## src/rtl/gtg_pkg.sv

```systemverilog
package gtg_pkg;

	// CORDIC depth and arctangent table length
	localparam int CORDIC_STAGES = 16;
	localparam int TABLE_LEN = 24;

	// queue between front and back
	localparam int QUEUE_DEPTH = 2;

	// datapath widths
	localparam int POS_W = 16;
	localparam int DIFF_W = POS_W + 1;
	localparam int GUARD_BITS = 8;
	localparam int XW = 28;
	localparam int ZW = 20;
	localparam int DW = 18;
	localparam int GAIN_W = 12;
	localparam int OUT_W = 15;
	localparam int KGAIN_W = 24;

	// CORDIC gain correction 0.6072529350 in Q24, and pi in Q16
	localparam logic [KGAIN_W-1:0] KGAIN_Q24 = 24'd10188014;
	localparam logic signed [ZW-1:0] PI_Q16 = 20'sd205887;

	// configuration register indexes
	typedef enum logic [2:0] {
		REG_TARGET_X = 3'd0,
		REG_TARGET_Y = 3'd1,
		REG_SPEED_GAIN = 3'd2,
		REG_MAX_SPEED = 3'd3,
		REG_ARRIVE_DIST = 3'd4,
		REG_TURN_THRESH = 3'd5
	} reg_idx_t;

	// word held in the queue: pre-rotated vector, start angle, heading
	typedef struct packed {
		logic signed [XW-1:0] x;
		logic signed [XW-1:0] y;
		logic signed [ZW-1:0] z;
		logic signed [POS_W-1:0] hd;
	} q_word_t;

	// control registers seen by the back end
	typedef struct packed {
		logic [GAIN_W-1:0] speed_gain;
		logic [OUT_W-1:0] max_linear_speed;
		logic [OUT_W-1:0] arrive_distance;
		logic [OUT_W-1:0] turn_threshold;
	} cfg_t;

	// arctangent of 2^-i in units of 2^-16 rad, rounded to nearest
	function automatic logic signed [ZW-1:0] atan_q16(input int i);
		logic signed [ZW-1:0] r;
		case (i)
			0: r = 20'sd51472;
			1: r = 20'sd30386;
			2: r = 20'sd16055;
			3: r = 20'sd8150;
			4: r = 20'sd4091;
			5: r = 20'sd2047;
			6: r = 20'sd1024;
			7: r = 20'sd512;
			8: r = 20'sd256;
			9: r = 20'sd128;
			10: r = 20'sd64;
			11: r = 20'sd32;
			12: r = 20'sd16;
			13: r = 20'sd8;
			14: r = 20'sd4;
			15: r = 20'sd2;
			16: r = 20'sd1;
			default: r = '0;
		endcase
		return r;
	endfunction

endpackage

```

## src/rtl/gtg_front.sv

```systemverilog
module gtg_front (
	input  logic clk,
	input  logic arst_n,
	input  logic start,
	output logic busy,
	input  logic signed [gtg_pkg::POS_W-1:0] pos_x,
	input  logic signed [gtg_pkg::POS_W-1:0] pos_y,
	input  logic signed [gtg_pkg::POS_W-1:0] heading,
	input  logic signed [gtg_pkg::POS_W-1:0] target_x,
	input  logic signed [gtg_pkg::POS_W-1:0] target_y,
	input  logic full,
	output logic push,
	output gtg_pkg::q_word_t word
);

	localparam int DIFF_W = gtg_pkg::DIFF_W;
	localparam int XW = gtg_pkg::XW;
	localparam int ZW = gtg_pkg::ZW;

	logic signed [DIFF_W-1:0] dx, dy, xm, ym;
	logic signed [XW-1:0] xe, ye;
	logic signed [ZW-1:0] z0;
	logic behind;
	logic valid_s1;
	gtg_pkg::q_word_t word_s1;

	// vector to the target
	assign dx = DIFF_W'(target_x) - DIFF_W'(pos_x);
	assign dy = DIFF_W'(target_y) - DIFF_W'(pos_y);

	// target behind: turn by pi (or -pi) into the right half plane
	assign behind = dx < 0;
	assign xm = behind ? -dx : dx;
	assign ym = behind ? -dy : dy;
	assign z0 = !behind ? '0 : ((dy >= 0) ? gtg_pkg::PI_Q16 : -gtg_pkg::PI_Q16);
	assign xe = XW'(xm) <<< gtg_pkg::GUARD_BITS;
	assign ye = XW'(ym) <<< gtg_pkg::GUARD_BITS;

	// stalls only while the held word cannot enter the queue
	assign busy = valid_s1 && full;
	assign push = valid_s1 && !full;
	assign word = word_s1;

	always_ff @(posedge clk or negedge arst_n) begin
		if (!arst_n) begin
			valid_s1 <= 1'b0;
		end else if (!busy) begin
			valid_s1 <= start;
		end
	end

	always_ff @(posedge clk) begin
		if (!busy && start) begin
			word_s1.x <= xe;
			word_s1.y <= ye;
			word_s1.z <= z0;
			word_s1.hd <= heading;
		end
	end

endmodule

```

## config.mk

```make
export PLATFORM = sky130hd
export DESIGN_NAME = gtg_front
export DESIGN_NICKNAME = d
export VERILOG_FILES = /design/src/rtl/gtg_pkg.sv /design/src/rtl/gtg_front.sv
export SDC_FILE = /design/constraint.sdc
export NUM_CORES = 1
export LEC_CHECK = 0
export ABC_AREA = 0
export CORE_MARGIN = 5
export CORE_UTILIZATION = 35
export DETAILED_ROUTE_END_ITERATION = 16
export DONT_BUFFER_PORTS = 1
export PLACE_DENSITY = 0.59
export SLEW_MARGIN = 20
export SYNTH_ARGS = -nofsm -noshare
export SYNTH_HDL_FRONTEND = slang
export SYNTH_SLANG_ARGS = --single-unit
```

## constraint.sdc

```tcl
create_clock -name clk -period 4.3 [get_ports clk]
set_clock_uncertainty 0.15 [all_clocks]
set_input_delay 0.43 -clock clk [delete_from_list [all_inputs] [get_ports clk]]
set_output_delay 0.43 -clock clk [all_outputs]
set_load 0.1 [all_outputs]
```

==> results.yml <==
layout:
  layout_commonest_cell: "edfxtp_1"
  syn2layout_area_growth_pct: 7.47
  drive_gt1_frac: 0.0998
  diodes: 0
  layout.cells.non_filler: 633
  mostFrequentLayoutCells: "edfxtp_1, inv_1, ha_1, nor2_1, xnor2_1"
  layout.nets: 582
  fillers: 1265
logic_synthesis:
  synth-simple-area-share: 0.138
  avgSynthCellArea_um2: 9.57
  synth_xor_area_frac: 0.0871
  postSynth.asyncResetShare: 0.0185
  synth_mux_area_frac: 0.00222
  synth_top_family_by_area: "compound AO/OA/AOI/OAI gates"
  synth_compound_area_frac: 0.182
  synth_area_leaders: "edfxtp_1, ha_1, buf_4"
  synth_area_um2: 4510
  yosysSeqAreaShare: 0.359
  synth_seq_cells: 54
  synth_top_area_share: 0.353
  synth_edf_count: 53
  synth_cell_type_count: 75
  synth_adder_area_share: 0.109
  synth_ff_type: "edfxtp_1"
  yosys_warnings: 0
  synth_top_cell_by_area: "edfxtp_1"
  synthCells: 471
detailed_routing:
  via_per_inst: 5.25
  vias: 3324
  wirelength_mm: 10.3
  drt_first_pass_iters: 5
  initialDrtViolationCount: 187
  avgRoutedWirePerCell_um: 16.2
  drtAntennaViolNets: 0
  drcViolationCount: 0
setup_path:
  cp.arrival_ns: 3.33
  path_depth: 15
  path_class: "in2reg"
  startpoint_type: "input pin"
  critPathCaptureType: "flop"
  path_cells: "inv_1, ha_1, inv_1, fa_1, a211oi_1, o21ai_0, a21oi_1, xor2_1, o2111ai_1, nor4_1, nand2_1, nor2_1, ha_1, nand2_1, o21ai_0"
  max_stage_delay_ns: 0.43
  cp.required_ns: 4.18
  crit_family: "compound AO/OA/AOI/OAI gates"
  slowest_stage: "fa_1"
  cp_num_buf_inv: 2
  ff2ff_path_depth: 3
  crit_fanout: 3
clock_tree:
  cts_buffers: 5
  cts_tree: "done"
  clkSlewWorstSetupHoldPaths_ns: 0.07
  cts_buffer_depth: 2
  cts-root-buf: "clkbuf_16"
  htree_levels: 2
  cts.sink_count: 54
  cts_resized: 0
  worstSkewPairLatency_ns: 0.29
die:
  chipWidth_um: 123
  rows: 41
  die-area_um2: 15200
  coreArea_um2: 12600
  start_util: 0.357
  ios: 178
  die_h_um: 123
global_route:
  grt_pass1_vias: 3152
  gr-total-overflow: 0
  groute.usage.overall: 0.128
  grt_max_degree: 29
  antenna_found_initial: 0
  grt_pass1_wl_mm: 15.6
timing:
  maxSlewHeadroom: 0.285
  period_minus_slack_ns: 3.45
  setup_tns_ns: 0
  tightest_slew_ns: 1.07
  fmax_ghz: 0.290
  hold_viol_final: 0
  setup_viol: 0
  drv_slew: 0
  min_period_over_period: 0.803
  grt_setup_unrepaired: "false"
pwr:
  p_total_uw: 2270
  power.density_nw_per_um2: 470
  p_leak_uw: 0.00194
  peakVddDrop_mv: 0.149
run:
  drv_cap: 0
place:
  dp_hpwl_mm: 8.39
  place.gp.congestion: 0.875
  io_buffers: 0
  place_inst: 624
hold_path:
  min_path_cells: 0
  min_path_type: "in2reg"
run_status:
  run_status: "complete, no violations"
state kept, by name, indices dropped and copies added, names as in the netlist:
name and count:
word 53, valid_s1 1
logic make-up after synthesis:
group / count (synthesis)
other: 1
xor gates and xnor gates: 44
and+or+nand+nor: 117
buffers and inverters: 100
AOI/OAI and AO/OA: 116
adders and majority gates: 38
muxes: 1
DFF: 54
per-layer routing:
| metal | global-route usage | up-vias | share of wire |
|---|---|---|---|
| li1 | - | 1603 | - |
| met1 | 0.162 | 1533 | 0.42 |
| met2 | 0.217 | 169 | 0.47 |
| met3 | 0.0311 | 19 | 0.083 |
| met4 | 0.0401 | 0 | 0.023 |
| met5 | 0 | - | 0 |
worst register-to-register path: stages, from the launching register on:
cell	delay [ns]
dfrtp_1	0.37
and2_1	0.53
nor2b_4	0.32
buf_4	0.39
Yosys cell counts, types with 5 or more instances:
master	n
nor3_1	12
xor2_1	16
inv_1	51
nor2_1	34
edfxtp_1	53
nor2b_1	7
xnor2_1	27
nand2_1	21
o211ai_1	5
o21ai_0	21
ha_1	36
nand3_1	8
a21oi_1	25
buf_4	40
a21o_1	7
a211oi_1	6
repair_timing:
| item | CTS | global route |
|---|---|---|
| hold endpoints to repair | 1 | 0 |
| hold buffers | 1 | 0 |
| setup buffers | 0 | 0 |
final cells by class:
| cell class | count | area, um^2 | share of cell area |
|---|---|---|---|
| Clock buffer | 5 | 125 | 0.0258 |
| Clock inverter | 3 | 28.8 | 0.00594 |
| Inverter | 53 | 199 | 0.0411 |
| Multi-Input combinational cell | 332 | 2410 | 0.497 |
| Sequential cell | 54 | 1620 | 0.334 |
| Tap cell | 172 | 215 | 0.0444 |
| Timing Repair Buffer | 14 | 253 | 0.0522 |
stage by stage:
step,hold WS [ns],area [um^2],setup slack [ns],util
2_1_floorplan,-0.0156,4560,0.258,-
3_3_place_gp,-0.0155,4680,0.740,0.371
3_5_place_dp,-0.0155,4680,0.568,0.371
4_1_cts,0.0681,4840,0.871,0.384
5_1_grt,0.0639,4840,0.518,0.384
6_report,0.0789,4840,0.846,0.384
power breakdown:
group	internal [uW]	total [uW]	leakage, uW	switching, uW
registers	676	1090	0.000517	418
clock network	222	421	0.0000759	198
logic	233	760	0.00134	527
worst paths after layout:
check / start / to / slack (ns)
worst max-delay path: target_y[0] / word[60] / 0.85
worst min-delay path: heading[5] / word[5] / 0.08
worst max register to register: valid_s1 / word[3] / 2.19
worst min register to register: valid_s1 / word[6] / 1.22
max in group asynchronous: arst_n / valid_s1 / 3.70
min in group asynchronous: arst_n / valid_s1 / 0.20
Note: power is estimated with default switching activity, not from simulation.
