## config.mk

```make
export PLATFORM = sky130hd
export DESIGN_NAME = gtg_fifo
export DESIGN_NICKNAME = d
export VERILOG_FILES = /design/src/rtl/gtg_pkg.sv /design/src/rtl/gtg_fifo.sv
export SDC_FILE = /design/constraint.sdc
export NUM_CORES = 1
export LEC_CHECK = 0
export BUFFER_PORTS_ARGS = -buffer_cell sky130_fd_sc_hd__buf_2
export CAP_MARGIN = 15
export CORE_MARGIN = 10
export CORE_UTILIZATION = 56
export CTS_BUF_LIST = sky130_fd_sc_hd__clkbuf_8 sky130_fd_sc_hd__clkbuf_16
export DETAILED_ROUTE_END_ITERATION = 7
export GPL_TIMING_DRIVEN = 0
export PLACE_DENSITY = 0.89
export SLEW_MARGIN = 20
export SYNTH_ARGS = -nofsm -noshare
export SYNTH_HDL_FRONTEND = slang
export SYNTH_SLANG_ARGS = --single-unit
```

## constraint.sdc

```tcl
create_clock -name clk -period 8.7 [get_ports clk]
set_input_delay 1.74 -clock clk [delete_from_list [all_inputs] [get_ports clk]]
set_output_delay 1.74 -clock clk [all_outputs]
set_load 0.1 [all_outputs]
```

## src/rtl/gtg_pkg.sv

```systemverilog
package gtg_pkg;

	// CORDIC depth and arctangent table length
	localparam int CORDIC_STAGES = 16;
	localparam int TABLE_LEN = 24;

	// queue between front and back
	localparam int QUEUE_DEPTH = 2;

	// datapath widths
	localparam int POS_W = 16;
	localparam int DIFF_W = POS_W + 1;
	localparam int GUARD_BITS = 8;
	localparam int XW = 28;
	localparam int ZW = 20;
	localparam int DW = 18;
	localparam int GAIN_W = 12;
	localparam int OUT_W = 15;
	localparam int KGAIN_W = 24;

	// CORDIC gain correction 0.6072529350 in Q24, and pi in Q16
	localparam logic [KGAIN_W-1:0] KGAIN_Q24 = 24'd10188014;
	localparam logic signed [ZW-1:0] PI_Q16 = 20'sd205887;

	// configuration register indexes
	typedef enum logic [2:0] {
		REG_TARGET_X = 3'd0,
		REG_TARGET_Y = 3'd1,
		REG_SPEED_GAIN = 3'd2,
		REG_MAX_SPEED = 3'd3,
		REG_ARRIVE_DIST = 3'd4,
		REG_TURN_THRESH = 3'd5
	} reg_idx_t;

	// word held in the queue: pre-rotated vector, start angle, heading
	typedef struct packed {
		logic signed [XW-1:0] x;
		logic signed [XW-1:0] y;
		logic signed [ZW-1:0] z;
		logic signed [POS_W-1:0] hd;
	} q_word_t;

	// control registers seen by the back end
	typedef struct packed {
		logic [GAIN_W-1:0] speed_gain;
		logic [OUT_W-1:0] max_linear_speed;
		logic [OUT_W-1:0] arrive_distance;
		logic [OUT_W-1:0] turn_threshold;
	} cfg_t;

	// arctangent of 2^-i in units of 2^-16 rad, rounded to nearest
	function automatic logic signed [ZW-1:0] atan_q16(input int i);
		logic signed [ZW-1:0] r;
		case (i)
			0: r = 20'sd51472;
			1: r = 20'sd30386;
			2: r = 20'sd16055;
			3: r = 20'sd8150;
			4: r = 20'sd4091;
			5: r = 20'sd2047;
			6: r = 20'sd1024;
			7: r = 20'sd512;
			8: r = 20'sd256;
			9: r = 20'sd128;
			10: r = 20'sd64;
			11: r = 20'sd32;
			12: r = 20'sd16;
			13: r = 20'sd8;
			14: r = 20'sd4;
			15: r = 20'sd2;
			16: r = 20'sd1;
			default: r = '0;
		endcase
		return r;
	endfunction

endpackage

```

## src/rtl/gtg_fifo.sv

```systemverilog
module gtg_fifo #(
	parameter int DEPTH = gtg_pkg::QUEUE_DEPTH
) (
	input  logic clk,
	input  logic arst_n,
	input  logic push,
	input  gtg_pkg::q_word_t word_in,
	input  logic pop,
	output gtg_pkg::q_word_t word_out,
	output logic full,
	output logic empty
);

	localparam int AW = (DEPTH > 1) ? $clog2(DEPTH) : 1;
	localparam int CW = $clog2(DEPTH + 1);
	localparam logic [AW-1:0] LAST = AW'(DEPTH - 1);

	gtg_pkg::q_word_t mem_q [0:DEPTH-1];
	logic [AW-1:0] wr_ptr_q, rd_ptr_q;
	logic [CW-1:0] count_q;

	assign full = count_q == CW'(DEPTH);
	assign empty = count_q == '0;
	assign word_out = mem_q[rd_ptr_q];

	// storage
	always_ff @(posedge clk) begin
		if (push) begin
			mem_q[wr_ptr_q] <= word_in;
		end
	end

	// pointers and fill count
	always_ff @(posedge clk or negedge arst_n) begin
		if (!arst_n) begin
			wr_ptr_q <= '0;
			rd_ptr_q <= '0;
			count_q <= '0;
		end else begin
			if (push) begin
				wr_ptr_q <= (wr_ptr_q == LAST) ? '0 : wr_ptr_q + 1'b1;
			end
			if (pop) begin
				rd_ptr_q <= (rd_ptr_q == LAST) ? '0 : rd_ptr_q + 1'b1;
			end
			if (push && !pop) begin
				count_q <= count_q + 1'b1;
			end else if (pop && !push) begin
				count_q <= count_q - 1'b1;
			end
		end
	end

`ifndef SYNTH
	a_no_overflow: assert property (@(posedge clk) disable iff (!arst_n)
		push |-> !full || pop)
		else $error("word pushed into full queue");
	a_no_underflow: assert property (@(posedge clk) disable iff (!arst_n)
		pop |-> !empty)
		else $error("word popped from empty queue");
	a_count_moves: assert property (@(posedge clk) disable iff (!arst_n)
		(push && !pop) |=> count_q == $past(count_q) + 1'b1)
		else $error("queue count missed a push");
`endif

endmodule

```

==> results.md <==
Critical path:
- The category of the most critical setup path is flip-flop to primary output.
- The arrival time reported for the critical path endpoint is about 1.9 ns.
- For the worst setup path, the data required time is 6.96 ns.
- The endpoint class of the critical path is a primary output.
- Along the worst path, the maximum fanout reaches 10.
- The type of element launching the critical path is a flip-flop.

Clock tree:
- Buffers inserted to repair hold after CTS numbered 0.
- The H-tree was split into 4 levels.
- The number of clock buffers added by TritonCTS is 17.
- TritonCTS built the clock tree.
- The number of gates given a new drive strength after cts is 0.
- Clock-pin slew was measured on the worst setup and hold paths at 0.06 ns.
- The clock passes through at most 2 buffers.
- The root buffer cell chosen for the clock tree is clkbuf_16.
- For this design, the sink count on the clock tree is between 150 and 200.
- For the worst-skew pair, the clock arrives at the later sink with an insertion delay of ~0.41 ns.
- The number of setup buffers added after CTS is 0.

Timing:
- Timing would allow up to 277.8 MHz.
- The final critical-path required period is 3.600 ns.
- The worst clock skew is ~0.0057 ns.
- In the finished design, the share of the clock period the worst path needs comes to between 40 and 50%.
- Measured against its own limit, the worst slew margin works out to about three fifths.
- The number of max-slew violations in the final report is 0.
- The worst hold slack across all endpoints is around 0.52 ns.
- The final hold violation count is 0.
- At the pin with the least slew margin, the transition time is a little under 0.6 ns.
- Setup violations remaining at the end of the flow were counted as 0.
- Setup total negative slack on the finished layout was measured at 0 ns.
- Setup repair after global routing left no endpoint under its margin.

GRT:
- The number of global-route vias before repair is 3945.
- The initial antenna violation count is 2.
- The leftover overflow at the end of global routing is 0.
- The pin count of the biggest net entering global routing is 55.
- The wire length of the first global-routing pass is ~22 mm.
- The overall global routing resource usage is between 10% and 20%.

Layout:
- The fraction of final layout cells sized beyond drive strength 1 is 61.36%.
- The layout overhead on the synthesized area is 26.32%.
- The finished cells cover roughly 9000 µm².
- The count of placed standard cells in the final layout, fillers left out is around 700.
- In the layout the commonest cells are buf_2, edfxtp_1, mux2_4.
- The most common cell after layout, fill and taps aside is buf_2.
- The final layout net count is ~600.

Drt:
- The aggregate routed wire length is between 10 and 15 mm.
- The routed wirelength normalized by instance count is slightly above 20 µm.
- For this block, the via count after detailed routing is 3576.
- The number of violations reported at the end of detailed-routing iteration 0 is 267.
- Using the TritonRoute via totals, the vias-per-cell ratio works out to ~5.
- The number of iterations in the first detailed-routing pass is 6.
- For this run, design rule violations remaining after detail routing come to 0.
- The post-route antenna net violation count is 0.

Floorplan:
- The initial utilization of the core area, before any placement, comes to between 50 and 60%.
- The number of placed I/O pins is 190.
- The row count is between 40 and 50.
- The die covers approximately 18000 µm².
- The horizontal die dimension is around 130 µm.
- The floorplan step set the die height to 132.7 µm.
- The core region is 12520 µm².

Placed design:
- Detailed placement ended at an HPWL of roughly 11 mm.
- The instance area after placement is 8408 µm².
- Input and output buffers added on the ports amount to 189.
- The congestion estimate from routability-driven global placement came to 0.7355.
- The number of placed instances with taps included is between 600 and 700.

Hold path:
- In this run the worst hold path is classified as flip-flop to flip-flop.

Yosys:
- The synthesized design spends more area on one cell type than any other, namely edfxtp_1.
- The mapped netlist covers 7107 µm².
- The total of warnings raised by yosys is 0.
- Yosys attributes the largest share of cell area to edfxtp_1, mux2_4, mux2_2.
- The area share of the largest cell type after synthesis is between 70% and 80%.
- Each instance of the synthesized netlist takes up on average about 24 µm².
- Counting distinct cell types in the post-synthesis netlist gives 14.
- Synthesis handed over a netlist of a little over 300 instances.
- The number of synthesized register bits is 188.
- Counting every net in the synthesized netlist gives around 400.
- Summing the sequential cell areas from Yosys gives between 70% and 80% of the chip area.

Run:
- The tool flagged a number of max-cap violations equal to 0.

Outcome:
- The run finished with clean final reports.
final cells by class:
class	count	area (µm²)
diodes	1	2.502
plain buffers	10	96.34
clock buffers	19	452.9
clock inverters	13	113.9
fillers	801	3540
inverters	1	3.754
multi-input cells	103	1391
flip-flops and latches	188	5625
well taps	172	215.2
repair buffers	194	1076
synth_stat cells, drive strengths merged:
library cell / number
edfxtp: 184
mux2: 92
buf: 10
dfrtp: 4
xor2: 4
nor2: 2
nor2b: 2
and2: 1
ha: 1
inv: 1
xnor2: 1
routing by layer:
layer	track usage, %	vias up	share of wire, %
met1	17.87	1767	39
li1	-	1628	-
met3	7.608	16	9.1
met2	27.14	163	50
met4	5.929	2	1.3
met5	0	-	0.097
worst paths after layout:
| kind | from | to | slack [ns] | cells after the start |
|---|---|---|---|---|
| worst max-delay path | rd_ptr_q | word_out[74] | 5.10 | 4 |
| worst min-delay path | count_q[1] | count_q[1] | 0.52 | 1 |
| worst max register to register | wr_ptr_q | mem_q[1][38] | 6.98 | 2 |
| worst min register to register | count_q[1] | count_q[1] | 0.52 | 1 |
| max in group asynchronous | arst_n | rd_ptr_q | 7.46 | 1 |
| min in group asynchronous | arst_n | count_q[1] | 1.12 | 1 |
critical path: stages, from the launching register on:
cell and delay (ns):
dfrtp_1 0.35, buf_4 0.24, buf_6 0.22, mux2_4 0.33, buf_2 0.30
state kept, by name, indices dropped and copies added, names as in the netlist:
name,cells
mem_q,184
count_q,2
rd_ptr_q,1
wr_ptr_q,1
cells by family after synthesis:
| group | count (synthesis) | synth area share [%] |
|---|---|---|
| flops | 188 | 79.15 |
| mux | 92 | 18.27 |
| buf+inv | 11 | 1.409 |
| xor+xnor | 5 | 0.6162 |
| simple gates | 5 | 0.3698 |
| fa+ha+maj | 1 | 0.1760 |
per-stage QoR:
stage / utilization (%) / worst slack, ns
after global routing: 71.70 / 5.016
after CTS: 71.70 / 5.061
after detailed placement: 67.17 / 5.518
after floorplan: - / 2.395
final: 71.72 / 5.100
after global placement: 66.05 / 0.2269
Power is left out: the tool's default activity adds up to more than one toggle a clock period on the data nets, which glitch-free logic cannot reach.
